`config.mk`:
```
export PLATFORM = sky130hd
export DESIGN_NAME = csh_front
export DESIGN_NICKNAME = d
export VERILOG_FILES = /design/src/csh_pkg.sv /design/src/csh_front.sv
export SDC_FILE = /design/constraint.sdc
export NUM_CORES = 1
export LEC_CHECK = 0
export BUFFER_PORTS_ARGS = -buffer_cell sky130_fd_sc_hd__clkbuf_2
export CORE_AREA = 2 2 82 84
export DETAILED_ROUTE_END_ITERATION = 8
export DIE_AREA = 0 0 84 86
export GPL_ROUTABILITY_DRIVEN = 0
export PLACE_DENSITY = 0.65
export SLEW_MARGIN = 20
export SYNTH_ARGS = -nofsm -noshare
export SYNTH_HDL_FRONTEND = slang
export SYNTH_SLANG_ARGS = --single-unit
```
`constraint.sdc`:
```
create_clock -name clk -period 2.51 [get_ports clk]
set_input_delay 0.251 -clock clk [delete_from_list [all_inputs] [get_ports clk]]
set_output_delay 0.251 -clock clk [all_outputs]
set_load 0.05 [all_outputs]
```
`src/csh_pkg.sv`:
```
// Shared types, constants and helpers of the clock sweep replacer.
// Depends on nothing.
package csh_pkg;

    localparam int MAX_ENTRIES  = 1024;
    localparam int SWEEP_ROUNDS = 3;
    localparam int IDX_W        = $clog2(MAX_ENTRIES);
    localparam int CNT_W        = $clog2(MAX_ENTRIES + 1);
    localparam int TRY_W        = $clog2(MAX_ENTRIES * SWEEP_ROUNDS + 1);
    localparam int ID_W         = 16;
    localparam int EC_W         = 11;
    localparam int CFG_W        = 16;
    localparam int QDEPTH       = 2;
    localparam int QPTR_W       = $clog2(QDEPTH);
    localparam int QCNT_W       = $clog2(QDEPTH + 1);

    localparam logic [1:0] USAGE_CAP = 2'd3;

    localparam logic [2:0] OP_HIT     = 3'd0;
    localparam logic [2:0] OP_EVICT   = 3'd1;
    localparam logic [2:0] OP_NEW_TAG = 3'd2;
    localparam logic [2:0] OP_VICTIM  = 3'd3;
    localparam logic [2:0] OP_UNPIN   = 3'd4;

    localparam logic [1:0] ST_OK    = 2'd0;
    localparam logic [1:0] ST_NONE  = 2'd1;
    localparam logic [1:0] ST_RANGE = 2'd2;

    localparam logic CFG_ENTRY_COUNT = 1'b0;
    localparam logic CFG_FIRST_ID    = 1'b1;

    typedef enum logic [1:0] {
        K_UPDATE = 2'd0,
        K_VICTIM = 2'd1,
        K_RANGE  = 2'd2,
        K_NOP    = 2'd3
    } kind_t;

    typedef struct packed {
        kind_t            kind;
        logic [2:0]       op;
        logic [IDX_W-1:0] idx;
        logic             vac;
    } cmd_t;

    typedef struct packed {
        logic       pinned;
        logic       valid;
        logic [1:0] usage;
    } entry_t;

    typedef struct packed {
        logic clearing;
    } back_status_t;

    function automatic logic [CNT_W-1:0] live_count(input logic [EC_W-1:0] ec);
        logic [CNT_W-1:0] n;
        if (ec == '0)
            n = CNT_W'(1);
        else if (32'(ec) > MAX_ENTRIES)
            n = CNT_W'(MAX_ENTRIES);
        else
            n = CNT_W'(ec);
        return n;
    endfunction

endpackage

```
`src/csh_front.sv`:
```
// Front end: accept transactions, range-check ids, queue classified commands.
// Depends on csh_pkg.
module csh_front (
    input  logic                        clk,
    input  logic                        rst_n,
    input  logic                        in_valid,
    output logic                        in_ready,
    input  logic [2:0]                  operation,
    input  logic [csh_pkg::ID_W-1:0]    buffer_id,
    input  logic                        vacuum_load,
    input  logic [csh_pkg::ID_W-1:0]    first_id,
    input  logic [csh_pkg::CNT_W-1:0]   live_n,
    input  csh_pkg::back_status_t       back_st,
    output logic                        cmd_valid,
    output csh_pkg::cmd_t               cmd,
    input  logic                        cmd_pop
);

    csh_pkg::cmd_t                q_reg [csh_pkg::QDEPTH];
    logic [csh_pkg::QPTR_W-1:0]   wr_ptr_reg, wr_ptr_next;
    logic [csh_pkg::QPTR_W-1:0]   rd_ptr_reg, rd_ptr_next;
    logic [csh_pkg::QCNT_W-1:0]   cnt_reg, cnt_next;
    logic [csh_pkg::ID_W:0]       diff;
    logic                         in_rng;
    logic                         push;
    csh_pkg::cmd_t                new_cmd;

    function automatic logic [csh_pkg::QCNT_W-1:0] QCNT_ONE(input logic b);
        return {{(csh_pkg::QCNT_W-1){1'b0}}, b};
    endfunction

    assign diff   = {1'b0, buffer_id} - {1'b0, first_id};
    assign in_rng = !diff[csh_pkg::ID_W]
                    && (diff[csh_pkg::ID_W-1:0] < csh_pkg::ID_W'(live_n));

    always_comb
    begin
        new_cmd.op  = operation;
        new_cmd.idx = diff[csh_pkg::IDX_W-1:0];
        new_cmd.vac = vacuum_load;
        if (operation == csh_pkg::OP_VICTIM)
            new_cmd.kind = csh_pkg::K_VICTIM;
        else if (operation > csh_pkg::OP_UNPIN)
            new_cmd.kind = csh_pkg::K_NOP;
        else if (!in_rng)
            new_cmd.kind = csh_pkg::K_RANGE;
        else
            new_cmd.kind = csh_pkg::K_UPDATE;
    end

    assign in_ready  = (cnt_reg != csh_pkg::QCNT_W'(csh_pkg::QDEPTH)) && !back_st.clearing;
    assign push      = in_valid && in_ready;
    assign cmd_valid = (cnt_reg != '0);
    assign cmd       = q_reg[rd_ptr_reg];

    always_comb
    begin
        wr_ptr_next = push ? wr_ptr_reg + 1'b1 : wr_ptr_reg;
        rd_ptr_next = cmd_pop ? rd_ptr_reg + 1'b1 : rd_ptr_reg;
        cnt_next    = cnt_reg + QCNT_ONE(push) - QCNT_ONE(cmd_pop);
    end

    always_ff @(posedge clk)
    begin
        if (push)
        begin
            q_reg[wr_ptr_reg] <= new_cmd;
        end
    end

    always_ff @(posedge clk or negedge rst_n)
    begin
        if (!rst_n)
        begin
            wr_ptr_reg <= '0;
            rd_ptr_reg <= '0;
            cnt_reg    <= '0;
        end
        else
        begin
            wr_ptr_reg <= wr_ptr_next;
            rd_ptr_reg <= rd_ptr_next;
            cnt_reg    <= cnt_next;
        end
    end

endmodule

```
Word-level counts from Yosys, hierarchy flattened:

Memory sizes are Yosys's and may differ from the RTL's.
Index checks and enable logic that the tools add are counted.

* add/sub/neg operators: 5
* $lt $le $gt $ge: 2
* equal/unequal tests: 2
* multiplexer cells: 5
* reduce and logical (&&, ||, !) cells: 6

Operator list (count)
* 16-bit by 16-bit subtractor with 17-bit output: 1
* 16-bit by 11-bit less-than comparator with 1-bit output: 1
* 2-bit two-way mux: 3
* 3-bit by 2-bit == test with 1-bit output (second input constant): 1
* 3-bit > comparator (second input constant): 1
* 1-bit logical AND: 3
* 1-bit adder (second input constant): 2
* 2-bit by 1-bit adder with 2-bit output: 1
* 1-bit logical NOT: 2
* 1-bit two-way mux: 2
* 2-bit inequality test (second input constant): 1
* 2-bit nonzero test: 1
* 2-bit by 1-bit subtractor with 2-bit output: 1

* register bits: 4
* memory bits (writable): 32
* bits of input ports: 52
* output and inout port bits: 18
* logic and storage cells: 24
* memories: 1

Memory list
* q_reg: depth 2, bits a word 16, rd ports 1, clocked after Yosys merged registers in 0, write ports 1, line csh_front.sv:19 `csh_pkg::cmd_t q_reg [csh_pkg::QDEPTH];`

Depth between registers and ports, before layout:

* word-level depth: 6
* depth in mapped cells: 16
* gate-level depth less buffers: 16

Worst setup path before layout:

Ideal clock, no wire load.

* path kind: input to register
* start: in buffer_id[0] in the netlist's numbering
* end: mem q_reg[0][15] in the netlist's numbering (data pin)
* setup time: 269 ps
* arrival: 2858 ps
* data required time: 2241 ps
* slack: -617 ps
* stages on the path: 16
* buffers on the path: 0
* cell sequence: inv_1 -> ha_1 -> fa_1 -> nor2b_4 -> o31a_1 -> o21a_1 -> o21ai_0 -> a21oi_1 -> nor4b_1 -> a211o_1 -> ha_1 -> a21oi_1 -> o211ai_1 -> a211oi_1 -> o211a_1 -> a31oi_1

RTL lines
* from (decl): line csh_front.sv:9 `input logic [csh_pkg::ID_W-1:0] buffer_id,`
* to (decl): line csh_front.sv:19

==> impl_metrics.json <==
{
  "port_buffers": 69,
  "boundaryPins": 70,
  "ys_seq_elements": 36,
  "crit_fanout": 2,
  "clock-skew-final_ns": 0.01001,
  "numCtsBuffers": 5,
  "synth_cells": 245,
  "drtAntennaViolNets": 0,
  "setup_violations": 2,
  "end_kind": "flop",
  "arrival_ns": 2.88,
  "hpwl_um": 4217,
  "fin_nets": 431,
  "syn2layout_area_growth_pct": 34.52,
  "max_slew_margin_pct": 69.33,
  "synth_edf_count": 32,
  "hold_violations": 0,
  "hold_start": "vacuum_load",
  "fin_cells": 428,
  "hold_path_class": "in2reg",
  "start_util_pct": 40.48,
  "cts_root_buf": "clkbuf_8",
  "fp.dieW_um": 84,
  "synth-main-ff-cell": "edfxtp_1",
  "cts.reportedPaths.clkPinSlew_ns": 0.07,
  "remaining_drc_errors": 0,
  "power.density_mw_per_mm2": 732.1,
  "cp.required_ns": 2.52,
  "track_usage_pct": 14.95,
  "avgSynthCellArea_sq_um": 10.37,
  "dr.pass1.iters": 4,
  "grt_pass1_vias": 2039,
  "antenna_found_initial": 0,
  "cts_tree": "done",
  "netlist_area_sq_mm": 0.002541,
  "crit-reg2reg-launch": "cnt_reg[0]$_DFF_PN0_",
  "htree_levels": 2,
  "drv_slew": 0,
  "diodes": 0,
  "drive_above_1_share_pct": 42.45,
  "insertion_delay_ns": 0.28,
  "grt_pass1_wl_um": 8735,
  "drt_iter0_markers": 60,
  "fp-row-count": 29,
  "finalWirelength_um": 5203,
  "clk_path_buf_depth": 2,
  "die-area_sq_mm": 0.007224,
  "vias": 2143,
  "yosysSeqAreaShare_pct": 41.75,
  "rsz0062_at_grt": "true",
  "wl_per_cell_um": 12.16,
  "final_core_util_pct": 54.45,
  "ys.warnings.count": 0,
  "placed_cells": 415,
  "async_reset_ff_share_pct": 11.11,
  "fp.dieH_um": 86,
  "maxCapViolations": 0,
  "startpoint_type": "input pin",
  "grt_max_degree": 17,
  "finalCritPeriodShare_pct": 114.0,
  "leakage_nw": 1.627,
  "largest_reg_flops": 32,
  "final_common_cell": "clkbuf_2",
  "status": "finished with violations",
  "synth_cell_types": 50,
  "overflow": 0,
  "setup_ws_ns": -0.3525,
  "failed_checks": "setup timing",
  "min_period_ns": 2.863,
  "synthesis.nets": 326,
  "coreArea_sq_mm": 0.006277,
  "worst_pin_slew_ns": 0.4601,
  "clock_sinks": 36,
  "design_power_total_mw": 2.503,
  "startpoint": "first_id[1]",
  "max_freq_mhz": 349.3,
  "final_cell_mix": "clkbuf_2, buf_4, inv_1",
  "ir_drop_v": 0.0006690,
  "route.detailed.vias_per_inst": 5.007,
  "setup_tns_ns": -0.7050,
  "crit_type": "in2reg"
}
-- worst max-delay path, stage by stage --
cell and delay (ns):
clkbuf_2 0.10, inv_1 0.04, ha_1 0.28, nor2b_4 0.13, o31a_1 0.24, o31a_1 0.26
o21ai_1 0.12, nand2b_1 0.10, a2111oi_2 0.30, nand4b_1 0.18, ha_1 0.25, nand3_1 0.07
o21ai_1 0.07, a211oi_2 0.20, o211a_1 0.19, a31oi_2 0.09
-- layer usage --
metal / share of wire (%) / up-vias / track usage (%)
met5: 0 / - / 0
met4: 1.6 / 0 / 5.865
met3: 4.1 / 6 / 3.080
met2: 49 / 57 / 25.96
met1: 45 / 988 / 18.29
li1: - / 1092 / -
-- kinds of logic (layout without fill, tap and decap cells) --
group,count (synthesis),in the layout,synth area share (%)
XOR/XNOR,8,8,2.757
flip-flops,36,36,41.75
AO/OA/AOI/OAI,57,57,14.57
AND/OR/NAND/NOR,53,53,10.78
buffers and inverters,42,148,6.696
multiplexers,19,19,8.468
adder cells (fa/ha/maj),30,30,14.97
-- report_power, final --
group / total (mW) / switching [mW] / internal [mW] / leakage, nW
Combinational: 1.27 / 0.782 / 0.490 / 1.24
Sequential: 0.829 / 0.0516 / 0.778 / 0.337
Clock: 0.401 / 0.183 / 0.218 / 0.0510
-- repair_timing --
action                                  in CTS  in global routing
pin swaps                                    8                  2
endpoints found under the setup margin       2                  2
gates resized for setup                      5                  6
endpoints found under the hold margin        4                  0
hold buffers                                 1                  0
setup buffers                                3                  1
-- synthesized netlist by cell type, types with 5 or more instances --
library cell	n	area share, %
ha_1	28	14
xnor2_1	5	1.7
mux2_2	16	7.1
inv_1	35	5.2
o21ai_0	15	3.0
nor2_1	19	2.8
nand2_1	9	1.3
a21oi_1	13	2.6
edfxtp_1	32	38
-- per-stage QoR --
stage	instance area, sq um	hold WS [ns]	setup slack [ns]
final	3418	0.1711	-0.3525
after global routing	3418	0.1626	-0.5436
after CTS	3388	0.1634	-0.3506
after detailed placement	3242	0.06395	-0.8203
after global placement	3242	0.06280	-0.6837
after floorplan	2606	-0.04459	-0.4374
-- area by class of cell --
type | instances | area (sq um)
flip-flops and latches | 36 | 1061
clock inverters | 2 | 10.01
multi-input cells | 167 | 1396
inverters | 35 | 143.9
fillers | 564 | 2859
well taps | 77 | 96.34
clock buffers | 6 | 82.58
repair buffers | 105 | 628.1
-- final timing paths --
kind	end	slack [ns]	cells after the start
hold reg to reg	wr_ptr_reg$_DFFE_PN0P_	0.50	1
max in group asynchronous	rd_ptr_reg$_DFFE_PN0P_	2.08	2
setup reg to reg	cnt_reg[1]$_DFF_PN0_	0.90	8
setup / recovery	q_reg[0][15]$_DFFE_PP_	-0.35	16
min in group asynchronous	cnt_reg[1]$_DFF_PN0_	0.31	2
hold / removal	q_reg[0][0]$_DFFE_PP_	0.17	1
No activity file was read; power rests on OpenSTA's default activity.
