[src/csh_pkg.sv]
// Shared types, constants and helpers of the clock sweep replacer.
// Depends on nothing.
package csh_pkg;

    localparam int MAX_ENTRIES  = 1024;
    localparam int SWEEP_ROUNDS = 3;
    localparam int IDX_W        = $clog2(MAX_ENTRIES);
    localparam int CNT_W        = $clog2(MAX_ENTRIES + 1);
    localparam int TRY_W        = $clog2(MAX_ENTRIES * SWEEP_ROUNDS + 1);
    localparam int ID_W         = 16;
    localparam int EC_W         = 11;
    localparam int CFG_W        = 16;
    localparam int QDEPTH       = 2;
    localparam int QPTR_W       = $clog2(QDEPTH);
    localparam int QCNT_W       = $clog2(QDEPTH + 1);

    localparam logic [1:0] USAGE_CAP = 2'd3;

    localparam logic [2:0] OP_HIT     = 3'd0;
    localparam logic [2:0] OP_EVICT   = 3'd1;
    localparam logic [2:0] OP_NEW_TAG = 3'd2;
    localparam logic [2:0] OP_VICTIM  = 3'd3;
    localparam logic [2:0] OP_UNPIN   = 3'd4;

    localparam logic [1:0] ST_OK    = 2'd0;
    localparam logic [1:0] ST_NONE  = 2'd1;
    localparam logic [1:0] ST_RANGE = 2'd2;

    localparam logic CFG_ENTRY_COUNT = 1'b0;
    localparam logic CFG_FIRST_ID    = 1'b1;

    typedef enum logic [1:0] {
        K_UPDATE = 2'd0,
        K_VICTIM = 2'd1,
        K_RANGE  = 2'd2,
        K_NOP    = 2'd3
    } kind_t;

    typedef struct packed {
        kind_t            kind;
        logic [2:0]       op;
        logic [IDX_W-1:0] idx;
        logic             vac;
    } cmd_t;

    typedef struct packed {
        logic       pinned;
        logic       valid;
        logic [1:0] usage;
    } entry_t;

    typedef struct packed {
        logic clearing;
    } back_status_t;

    function automatic logic [CNT_W-1:0] live_count(input logic [EC_W-1:0] ec);
        logic [CNT_W-1:0] n;
        if (ec == '0)
            n = CNT_W'(1);
        else if (32'(ec) > MAX_ENTRIES)
            n = CNT_W'(MAX_ENTRIES);
        else
            n = CNT_W'(ec);
        return n;
    endfunction

endpackage

[src/csh_ram.sv]
// Generic single-write, single-read RAM with registered read data.
// Depends on nothing.
module csh_ram #(
    parameter int WIDTH = 4,
    parameter int DEPTH = 1024
) (
    input  logic                     clk,
    input  logic                     we,
    input  logic [$clog2(DEPTH)-1:0] waddr,
    input  logic [WIDTH-1:0]         wdata,
    input  logic [$clog2(DEPTH)-1:0] raddr,
    output logic [WIDTH-1:0]         rdata
);

    logic [WIDTH-1:0] mem [DEPTH];

    always_ff @(posedge clk)
    begin
        if (we)
        begin
            mem[waddr] <= wdata;
        end
        rdata <= mem[raddr];
    end

endmodule

[src/csh_back.sv]
// Back end: entry store, clearing pass, update and victim search sequencer.
// Depends on csh_pkg and csh_ram.
module csh_back (
    input  logic                        clk,
    input  logic                        rst_n,
    input  logic                        cmd_valid,
    input  csh_pkg::cmd_t               cmd,
    output logic                        cmd_pop,
    input  logic [csh_pkg::CNT_W-1:0]   live_n,
    input  logic [csh_pkg::ID_W-1:0]    first_id,
    output logic                        out_valid,
    input  logic                        out_ready,
    output logic [csh_pkg::ID_W-1:0]    victim_id,
    output logic [1:0]                  status,
    output csh_pkg::back_status_t       back_st
);

    typedef enum logic [4:0] {
        S_CLEAR = 5'b00001,
        S_IDLE  = 5'b00010,
        S_APPLY = 5'b00100,
        S_SCAN  = 5'b01000,
        S_SWEEP = 5'b10000
    } state_t;

    state_t                       state_reg, state_next;
    logic [csh_pkg::IDX_W-1:0]    clr_reg, clr_next;
    logic [csh_pkg::IDX_W-1:0]    cur_reg, cur_next;
    logic [csh_pkg::IDX_W-1:0]    hand_reg, hand_next;
    logic [csh_pkg::TRY_W-1:0]    tries_reg, tries_next;
    logic [csh_pkg::TRY_W-1:0]    tries_dec;
    logic [2:0]                   op_reg, op_next;
    logic                         vac_reg, vac_next;
    logic                         fwd_valid_reg, fwd_valid_next;
    csh_pkg::entry_t              fwd_data_reg, fwd_data_next;
    logic                         out_valid_reg, out_valid_next;
    logic [csh_pkg::ID_W-1:0]     victim_reg, victim_next;
    logic [1:0]                   status_reg, status_next;

    logic                         we;
    logic [csh_pkg::IDX_W-1:0]    waddr, raddr;
    csh_pkg::entry_t              wdata, e;
    logic [3:0]                   rdata;
    logic [csh_pkg::IDX_W-1:0]    start_c, next_c;
    logic [csh_pkg::CNT_W-1:0]    cur_inc, hand_inc;

    csh_ram #(.WIDTH(4), .DEPTH(csh_pkg::MAX_ENTRIES)) u_ram (
        .clk   (clk),
        .we    (we),
        .waddr (waddr),
        .wdata (wdata),
        .raddr (raddr),
        .rdata (rdata)
    );

    assign e         = fwd_valid_reg ? fwd_data_reg : csh_pkg::entry_t'(rdata);
    assign cur_inc   = csh_pkg::CNT_W'(cur_reg) + 1'b1;
    assign tries_dec = tries_reg - 1'b1;
    // Sweep start: a hand at or beyond the live count restarts at entry zero
    assign start_c   = (csh_pkg::CNT_W'(hand_reg) >= live_n) ? '0 : hand_reg;
    assign hand_inc  = csh_pkg::CNT_W'(start_c) + 1'b1;
    assign next_c    = (hand_inc >= live_n) ? '0 : hand_inc[csh_pkg::IDX_W-1:0];

    assign cmd_pop          = (state_reg == S_IDLE) && cmd_valid && !out_valid_reg;
    assign back_st.clearing = (state_reg == S_CLEAR);
    assign out_valid        = out_valid_reg;
    assign victim_id        = victim_reg;
    assign status           = status_reg;

    always_comb
    begin
        state_next     = state_reg;
        clr_next       = clr_reg;
        cur_next       = cur_reg;
        hand_next      = hand_reg;
        tries_next     = tries_reg;
        op_next        = op_reg;
        vac_next       = vac_reg;
        out_valid_next = out_valid_reg && !out_ready;
        victim_next    = victim_reg;
        status_next    = status_reg;
        we             = 1'b0;
        waddr          = cur_reg;
        wdata          = e;
        raddr          = cur_reg;

        case (state_reg)
            S_CLEAR:
            begin
                we       = 1'b1;
                waddr    = clr_reg;
                wdata    = '0;
                clr_next = clr_reg + 1'b1;
                if (clr_reg == csh_pkg::IDX_W'(csh_pkg::MAX_ENTRIES - 1))
                    state_next = S_IDLE;
            end
            S_IDLE:
            begin
                if (cmd_pop)
                begin
                    case (cmd.kind)
                        csh_pkg::K_UPDATE:
                        begin
                            raddr      = cmd.idx;
                            cur_next   = cmd.idx;
                            op_next    = cmd.op;
                            vac_next   = cmd.vac;
                            state_next = S_APPLY;
                        end
                        csh_pkg::K_VICTIM:
                        begin
                            raddr      = '0;
                            cur_next   = '0;
                            state_next = S_SCAN;
                        end
                        csh_pkg::K_RANGE:
                        begin
                            out_valid_next = 1'b1;
                            victim_next    = '0;
                            status_next    = csh_pkg::ST_RANGE;
                        end
                        default:
                        begin
                            out_valid_next = 1'b1;
                            victim_next    = '0;
                            status_next    = csh_pkg::ST_OK;
                        end
                    endcase
                end
            end
            S_APPLY:
            begin
                we    = 1'b1;
                wdata = e;
                case (op_reg)
                    csh_pkg::OP_HIT:
                    begin
                        if (e.usage != csh_pkg::USAGE_CAP)
                            wdata.usage = e.usage + 1'b1;
                    end
                    csh_pkg::OP_EVICT:
                    begin
                        wdata.usage = 2'd0;
                        wdata.valid = 1'b0;
                    end
                    csh_pkg::OP_NEW_TAG:
                    begin
                        wdata.usage = vac_reg ? 2'd0 : 2'd1;
                        wdata.valid = 1'b1;
                    end
                    default:
                    begin
                        wdata.pinned = 1'b0;
                    end
                endcase
                out_valid_next = 1'b1;
                victim_next    = '0;
                status_next    = csh_pkg::ST_OK;
                state_next     = S_IDLE;
            end
            S_SCAN:
            begin
                if (!e.valid && !e.pinned)
                begin
                    we             = 1'b1;
                    wdata.pinned   = 1'b1;
                    out_valid_next = 1'b1;
                    victim_next    = first_id + csh_pkg::ID_W'(cur_reg);
                    status_next    = csh_pkg::ST_OK;
                    state_next     = S_IDLE;
                end
                else if (cur_inc >= live_n)
                begin
                    raddr      = start_c;
                    cur_next   = start_c;
                    hand_next  = next_c;
                    tries_next = csh_pkg::TRY_W'(32'(live_n) * csh_pkg::SWEEP_ROUNDS);
                    state_next = S_SWEEP;
                end
                else
                begin
                    raddr    = cur_inc[csh_pkg::IDX_W-1:0];
                    cur_next = cur_inc[csh_pkg::IDX_W-1:0];
                end
            end
            S_SWEEP:
            begin
                if (!e.pinned && e.usage == 2'd0)
                begin
                    we             = 1'b1;
                    wdata.pinned   = 1'b1;
                    out_valid_next = 1'b1;
                    victim_next    = first_id + csh_pkg::ID_W'(cur_reg);
                    status_next    = csh_pkg::ST_OK;
                    state_next     = S_IDLE;
                end
                else
                begin
                    if (!e.pinned)
                    begin
                        we          = 1'b1;
                        wdata.usage = e.usage >> 1;
                    end
                    if (tries_dec == '0)
                    begin
                        out_valid_next = 1'b1;
                        victim_next    = '0;
                        status_next    = csh_pkg::ST_NONE;
                        state_next     = S_IDLE;
                    end
                    else
                    begin
                        raddr      = start_c;
                        cur_next   = start_c;
                        hand_next  = next_c;
                        tries_next = tries_dec;
                    end
                end
            end
            default:
            begin
                state_next = S_CLEAR;
            end
        endcase

        // Forward a write that lands on the entry read in the same cycle
        fwd_valid_next = we && (waddr == raddr);
        fwd_data_next  = wdata;
    end

    always_ff @(posedge clk)
    begin
        cur_reg      <= cur_next;
        tries_reg    <= tries_next;
        op_reg       <= op_next;
        vac_reg      <= vac_next;
        fwd_data_reg <= fwd_data_next;
        victim_reg   <= victim_next;
        status_reg   <= status_next;
    end

    always_ff @(posedge clk or negedge rst_n)
    begin
        if (!rst_n)
        begin
            state_reg     <= S_CLEAR;
            clr_reg       <= '0;
            hand_reg      <= '0;
            fwd_valid_reg <= 1'b0;
            out_valid_reg <= 1'b0;
        end
        else
        begin
            state_reg     <= state_next;
            clr_reg       <= clr_next;
            hand_reg      <= hand_next;
            fwd_valid_reg <= fwd_valid_next;
            out_valid_reg <= out_valid_next;
        end
    end

endmodule

[config.mk]
export PLATFORM = sky130hd
export DESIGN_NAME = csh_back
export DESIGN_NICKNAME = d
export VERILOG_FILES = /design/src/csh_pkg.sv /design/src/csh_ram.sv /design/src/csh_back.sv
export SDC_FILE = /design/constraint.sdc
export NUM_CORES = 2
export LEC_CHECK = 0
export ABC_CLOCK_PERIOD_IN_PS = 47000
export BUFFER_PORTS_ARGS = -buffer_cell sky130_fd_sc_hd__buf_2
export CORE_MARGIN = 8
export CORE_UTILIZATION = 40
export DETAILED_ROUTE_END_ITERATION = 10
export MAX_ROUTING_LAYER = met4
export PLACE_DENSITY = 0.51
export REMOVE_ABC_BUFFERS = 1
export SYNTH_ARGS = -nofsm -noshare
export SYNTH_HDL_FRONTEND = slang
export SYNTH_SLANG_ARGS = --single-unit
export TNS_END_PERCENT = 1
[constraint.sdc]
create_clock -name clk -period 47 [get_ports clk]
set_input_delay 7.05 -clock clk [delete_from_list [all_inputs] [get_ports clk]]
set_output_delay 7.05 -clock clk [all_outputs]
set_load 0.005 [all_outputs]
# Word level (Yosys, flattened, before mapping)

Memory sizes are Yosys's and may differ from the RTL's. A register that Yosys moved wholly into a read port is not among the register bits.
Cells that the tools add are included.

RAM bits: 4096
Register bits after elaboration: 75
Input bits: 47
Memories: 1

Memories:

| name      | words | bits a word | read ports | clocked after memory_dff | wr ports | RTL line      | RTL |
|---|---|---|---|---|---|---|---|
| u_ram.mem | 1024  | 4           | 1          | 1                        | 1        | csh_ram.sv:15 | `logic [WIDTH-1:0] mem [DEPTH];` |

Muxes and demuxes: 65
Eq/ne operators: 23
Multiply operators: 1
Magnitude comparators: 3
$add $sub $neg: 6
Reductions and logical operators: 23

Operator list:

| operator              | count |
|---|---|
| $mux 10               | 12 |
| $mux 16               | 5 |
| $pmux 16 s4           | 1 |
| $mux 12               | 4 |
| $pmux 10 s2           | 2 |
| $mux 5                | 6 |
| $pmux 10 s3           | 1 |
| $pmux 5 s5            | 1 |
| $pmux 12 s2           | 1 |
| $add 10x1->11 const B | 2 |
| $ge 11x11->1          | 2 |
| $add 16x10->16        | 1 |
| $ne 2x2->1 const B    | 8 |
| $reduce_and 5->1      | 3 |
| $mux 1                | 14 |
| $mux 2                | 7 |
| $logic_not 12->1      | 1 |
| $mul 11x2->12 const B | 1 |
| $pmux 2 s3            | 2 |
| $sub 12x1->12 const B | 1 |
| $ge 10x11->1          | 1 |
| $add 10x1->10 const B | 1 |
| $eq 10x10->1          | 1 |
| $eq 10x10->1 const B  | 1 |
| 29 further kinds      | 42 |

# Logic depth before layout (Yosys ltp)

Depth in word-level cells: 8
Mapped depth: 27

# Modules after synthesis

A second synthesis with hierarchy kept.

Cell total of the unflattened synthesis: 8941
Area total of the unflattened synthesis: 167968.6 um^2

By module, submodules not included:

| module   | area an instance (um^2) | cells an instance | times used | seq. area each (um^2) |
|---|---|---|---|---|
| csh_ram  | 162098.0                | 8290              | 1          | 123078.0 |
| csh_back | 5870.6                  | 651               | 1          | 1978.1 |

# Worst setup path after synthesis

No wires, ideal clock.

Kind: register to register
Start point: register fwd_valid_reg
End point: memory u_ram.mem[0][3] (data pin)
Path buffers: 1
Slack: 9.079 ns
Required time: 40.702 ns
Library setup time: 6.298 ns
Data arrival time: 31.623 ns
Stages on the path, launching flop included: 5
Cells stage by stage: dfrtp_1 buf_2 nor3b_1 o211ai_2 a31oi_1

RTL lines:

| what                   | RTL line        | RTL |
|---|---|---|
| start, declared        | csh_back.sv:34  | `logic fwd_valid_reg, fwd_valid_next;` |
| start signal, assigned | csh_back.sv:257 | `fwd_valid_reg <= fwd_valid_next;` |
| end, declared          | csh_ram.sv:15   |  |

# Final worst setup path

Start point: input cmd_valid
End point: register u_ram.rdata[0], read port of u_ram.mem

Word-level cells in the longest chain between the ends: 4

Ends and longest elaborated chain:

| what                           | RTL line       | RTL |
|---|---|---|
| start, declared                | csh_back.sv:6  | `input logic cmd_valid,` |
| $logic_and 1x1->1 (2 in a row) | csh_back.sv:64 | `assign cmd_pop = (state_reg == S_IDLE) && cmd_valid && !out_valid_reg;` |
| $mux 10                        | n/a            |  |
| $pmux 10 s3                    | n/a            |  |
| end, declared                  | csh_ram.sv:12  | `output logic [WIDTH-1:0] rdata` |

No other way between the ends.
A chain may end at the register's enable or synchronous reset.

==> metrics.csv <==
stage,metric,value,unit
status,status,"complete, but fails checks",
status,failing checks,"capacitance limit, slew limit",
logic_synthesis,yosys warns,0,
placement,pre-CTS WS,30.77,ns
final_layout,P&R area growth vs syn,12.3,%
sta,Final WS setup,31.59,ns
global_routing,largest net degree at the start of global routing,182,
min_path,Hold Path Class,reg2reg,
placement,IO Port Bufs,67,
sta,minimum clock period,15.41,ns
pwr,LEAKAGE,0.0665,µW
sta,Final Hold Viols,0,
cts,CTS Buf Count,432,
setup_path,CP max stage delay,0.81,ns
setup_path,launch point of the critical path,cmd_valid,
setup_path,WP buf/inv,9,
detailed_routing,remaining antenna violation count,0,
logic_synthesis,synthesis-stage register bit count,4175,
cts,Clk Tree Root Cell,clkbuf_16,
pwr,PD cells,65.3,nW/µm²
logic_synthesis,compound-gate portion of the synthesized area,0.0680,
min_path,HP Start,clr_reg[4],
sta,setup TNS,0,ns
logic_synthesis,Synth Instances,11766,
run,max capacitance violation total,3,
logic_synthesis,largest family of logic cells by synthesized area,simple AND/OR/NAND/NOR gates,
detailed_routing,drt drc,0,
sta,Max Slew Vio Count,77,
floorplan,Die ar.,444000,µm²
cts,clock tree buffer depth,4,
global_routing,GRT Overall Usage,0.247,
floorplan,core area,423000,µm²
setup_path,r2r setup slk,36.25,ns
floorplan,Cell Rows,239,
logic_synthesis,mean area per synthesized cell,14.4,µm²
logic_synthesis,asr flop ratio synth,0.00647,
floorplan,Die Ht,666,µm
cts,clk sinks,4175,
global_routing,initial antenna violation count,46,
min_path,Min-Delay Path Depth,1,
sta,worst slew pin tran,1.57,ns
setup_path,critical setup path kind,in2reg,
logic_synthesis,Post-synth EDFFs,4130,
floorplan,initial core utilization,0.400,
setup_path,CP max-delay cell,buf_4,
detailed_routing,Via density,5.83,
setup_path,reg-to-reg endpoint,u_ram.rdata[0],
sta,Setup Viol. Count Final,0,
sta,relative slew slack,-0.0622,
setup_path,Worst Path Arrival,16.26,ns
sta,hold_ws,0.529,ns
sta,RSZ-0062 raised after global routing,no,
detailed_routing,WL per Instance,31.0,µm
pwr,VDD IR max,50.8,µV
cts,CTS tree,done,
floorplan,DIE WIDTH,666,µm
logic_synthesis,sequential-to-total area share from yosys stat,0.739,
logic_synthesis,Synth cell types,87,
cts,H-tree Lvls,5,
logic_synthesis,leading register cell type out of synthesis,edfxtp_1,
detailed_routing,vias,103659,
logic_synthesis,Post-Synth Simple-Gate Area,0.0890,
cts,# hold bufs at CTS,0,
global_routing,first-pass GRT wire length,770000,µm
setup_path,Worst path top cell family by delay,buffers and inverters,
cts,Post-CTS Setup Inserts,0,
logic_synthesis,XOR/XNOR share of the synthesized area,0.00326,
final_layout,max reg flops,4096,
setup_path,Reg2Reg Launch Point,cur_reg[0],
min_path,Hold Path End,clr_reg[4],
detailed_routing,First DRT Iteration DRCs,12212,
sta,worst-case clock skew,0.0482,ns
detailed_routing,Post-Route WL,551000,µm
logic_synthesis,post-synthesis instance area,169000,µm²
detailed_routing,DR pass1 iterations,6,
setup_path,CP cell instances,buf_2 > nand2b_1 > o211ai_1 > nand3_1 > or4b_2 > o22a_2 > buf_4 > nor3_4 > buf_12 > buf_12 > buf_4 > buf_4 > buf_4 > buf_4 > mux2i_1 > o22ai_1 > or4_1 > a21oi_1 > o21ai_0 > buf_4 > nor3_1 > nor4_1 > a211o_1,
placement,HPWL after DPL,333000,µm
logic_synthesis,synthesized-area fraction occupied by adder cells,0.00445,
setup_path,length in cells of the worst reg-to-reg path,27,
cts,clock slew at reported path FFs,0.06,ns
sta,Tcrit/Tclk final,0.328,
final_layout,Layout fillers,37189,
final_layout,fin util,0.450,
logic_synthesis,multiplexer area fraction after synthesis,0.0718,
cts,later-pin clock latency in the skew report,0.99,ns
setup_path,Critical Path Source Type,primary input,
final_layout,Layout Nets,11832,
setup_path,Worst Setup End Kind,register,
floorplan,I/O Pins,68,
setup_path,crit-path max FO,142,
sta,Fmax,64.9,MHz
cts,Post-CTS Resized,0,
placement,global placer's final weighted congestion,0.889,
global_routing,grt ovf,0,
final_layout,layout cells sized above 1,0.0906,
setup_path,"Req. time, crit path",47.85,ns
global_routing,vias in the first global route,101851,
setup_path,"most used cell, CP",buf_4,
worst max path at each step:
stage,depth (start not counted),to
3_5_place_dp,23,u_ram.rdata[0]
2_1_floorplan,17,u_ram.rdata[0]
6_report,23,u_ram.rdata[0]
5_1_grt,23,u_ram.rdata[0]
4_1_cts,23,u_ram.rdata[0]
3_3_place_gp,23,u_ram.rdata[0]
cells by family (layout without fill, tap and decap cells):
| group | count (synthesis) | in the layout |
|---|---|---|
| simple gates | 3586 | 3586 |
| mux | 1214 | 1214 |
| compound gates | 1776 | 1776 |
| flops | 4175 | 4175 |
| buf+inv | 893 | 1219 |
| xor+xnor | 63 | 63 |
| other cells | 0 | 27 |
| fa+ha+maj | 59 | 59 |
power breakdown:
part / total [µW] / switching [µW] / internal (µW) / leakage [µW]
clock: 3420 / 1460 / 1970 / 0.00686
sequential: 4830 / 42.0 / 4790 / 0.0382
combinational: 4160 / 3210 / 947 / 0.0214
total: 12400 / 4710 / 7700 / 0.0665
metrics by stage:
| step | std cells | total power, µW | instance area (µm²) |
|---|---|---|---|
| CTS | 17755 | 12400 | 190000 |
| finish | 17782 | 12400 | 190000 |
| global placement | 16954 | 9020 | 176000 |
| global route | 17770 | 12800 | 190000 |
| floorplan | 10929 | 10800 | 165000 |
| detailed placement | 16955 | 9050 | 176000 |
layer usage:
layer / GRT usage / routed length, µm
met3: 0.0422 / 43000
met2: 0.383 / 254000
met4: 0.0882 / 23100
met5: - / 0
met1: 0.329 / 230000
cell usage in the layout (no fill, tap or decap), types with 149 or more instances in the layout:
master,instances
mux2i_1,1213
nor4_1,149
nand3_1,342
clkbuf_16,441
edfxtp_1,4130
buf_4,281
nor2_1,1125
a31oi_1,150
o22ai_1,561
nand2_1,1637
a21oi_1,478
cells in the mapped netlist (23+ instances only):
library cell / number / area (µm²)
clkbuf_1: 384 / 1440
xnor2_1: 45 / 394
nor3_1: 43 / 215
nor4_1: 152 / 951
a31oi_1: 151 / 945
o21ai_0: 74 / 370
a311oi_1: 28 / 245
inv_1: 50 / 188
or4_1: 24 / 180
buf_4: 91 / 683
o211ai_1: 23 / 173
buf_1: 73 / 274
mux2i_1: 1213 / 12100
nand3_1: 361 / 1810
buf_2: 286 / 1430
a21oi_1: 482 / 2410
nand4_1: 62 / 388
and3_1: 40 / 250
a32oi_1: 70 / 613
o31ai_1: 26 / 195
o22ai_1: 563 / 3520
edfxtp_1: 4130 / 124000
a22oi_1: 78 / 586
a211oi_1: 44 / 330
ha_1: 57 / 713
nand2_1: 1667 / 6260
nor2_1: 1141 / 4280
dfrtp_1: 26 / 651
a221oi_1: 58 / 508
cell type report:
| cell class | instances | area (µm²) | area share |
|---|---|---|---|
| clock buffer | 536 | 11500 | 0.0606 |
| multi-input combinational | 6698 | 40700 | 0.214 |
| inverter | 56 | 233 | 0.00123 |
| tap | 5663 | 7090 | 0.0373 |
| antenna | 27 | 67.6 | 0.000356 |
| timing repair buffer | 363 | 2740 | 0.0144 |
| clock inverter | 264 | 2530 | 0.0133 |
| sequential | 4175 | 125000 | 0.658 |
Power figures use the tool's default switching activity.
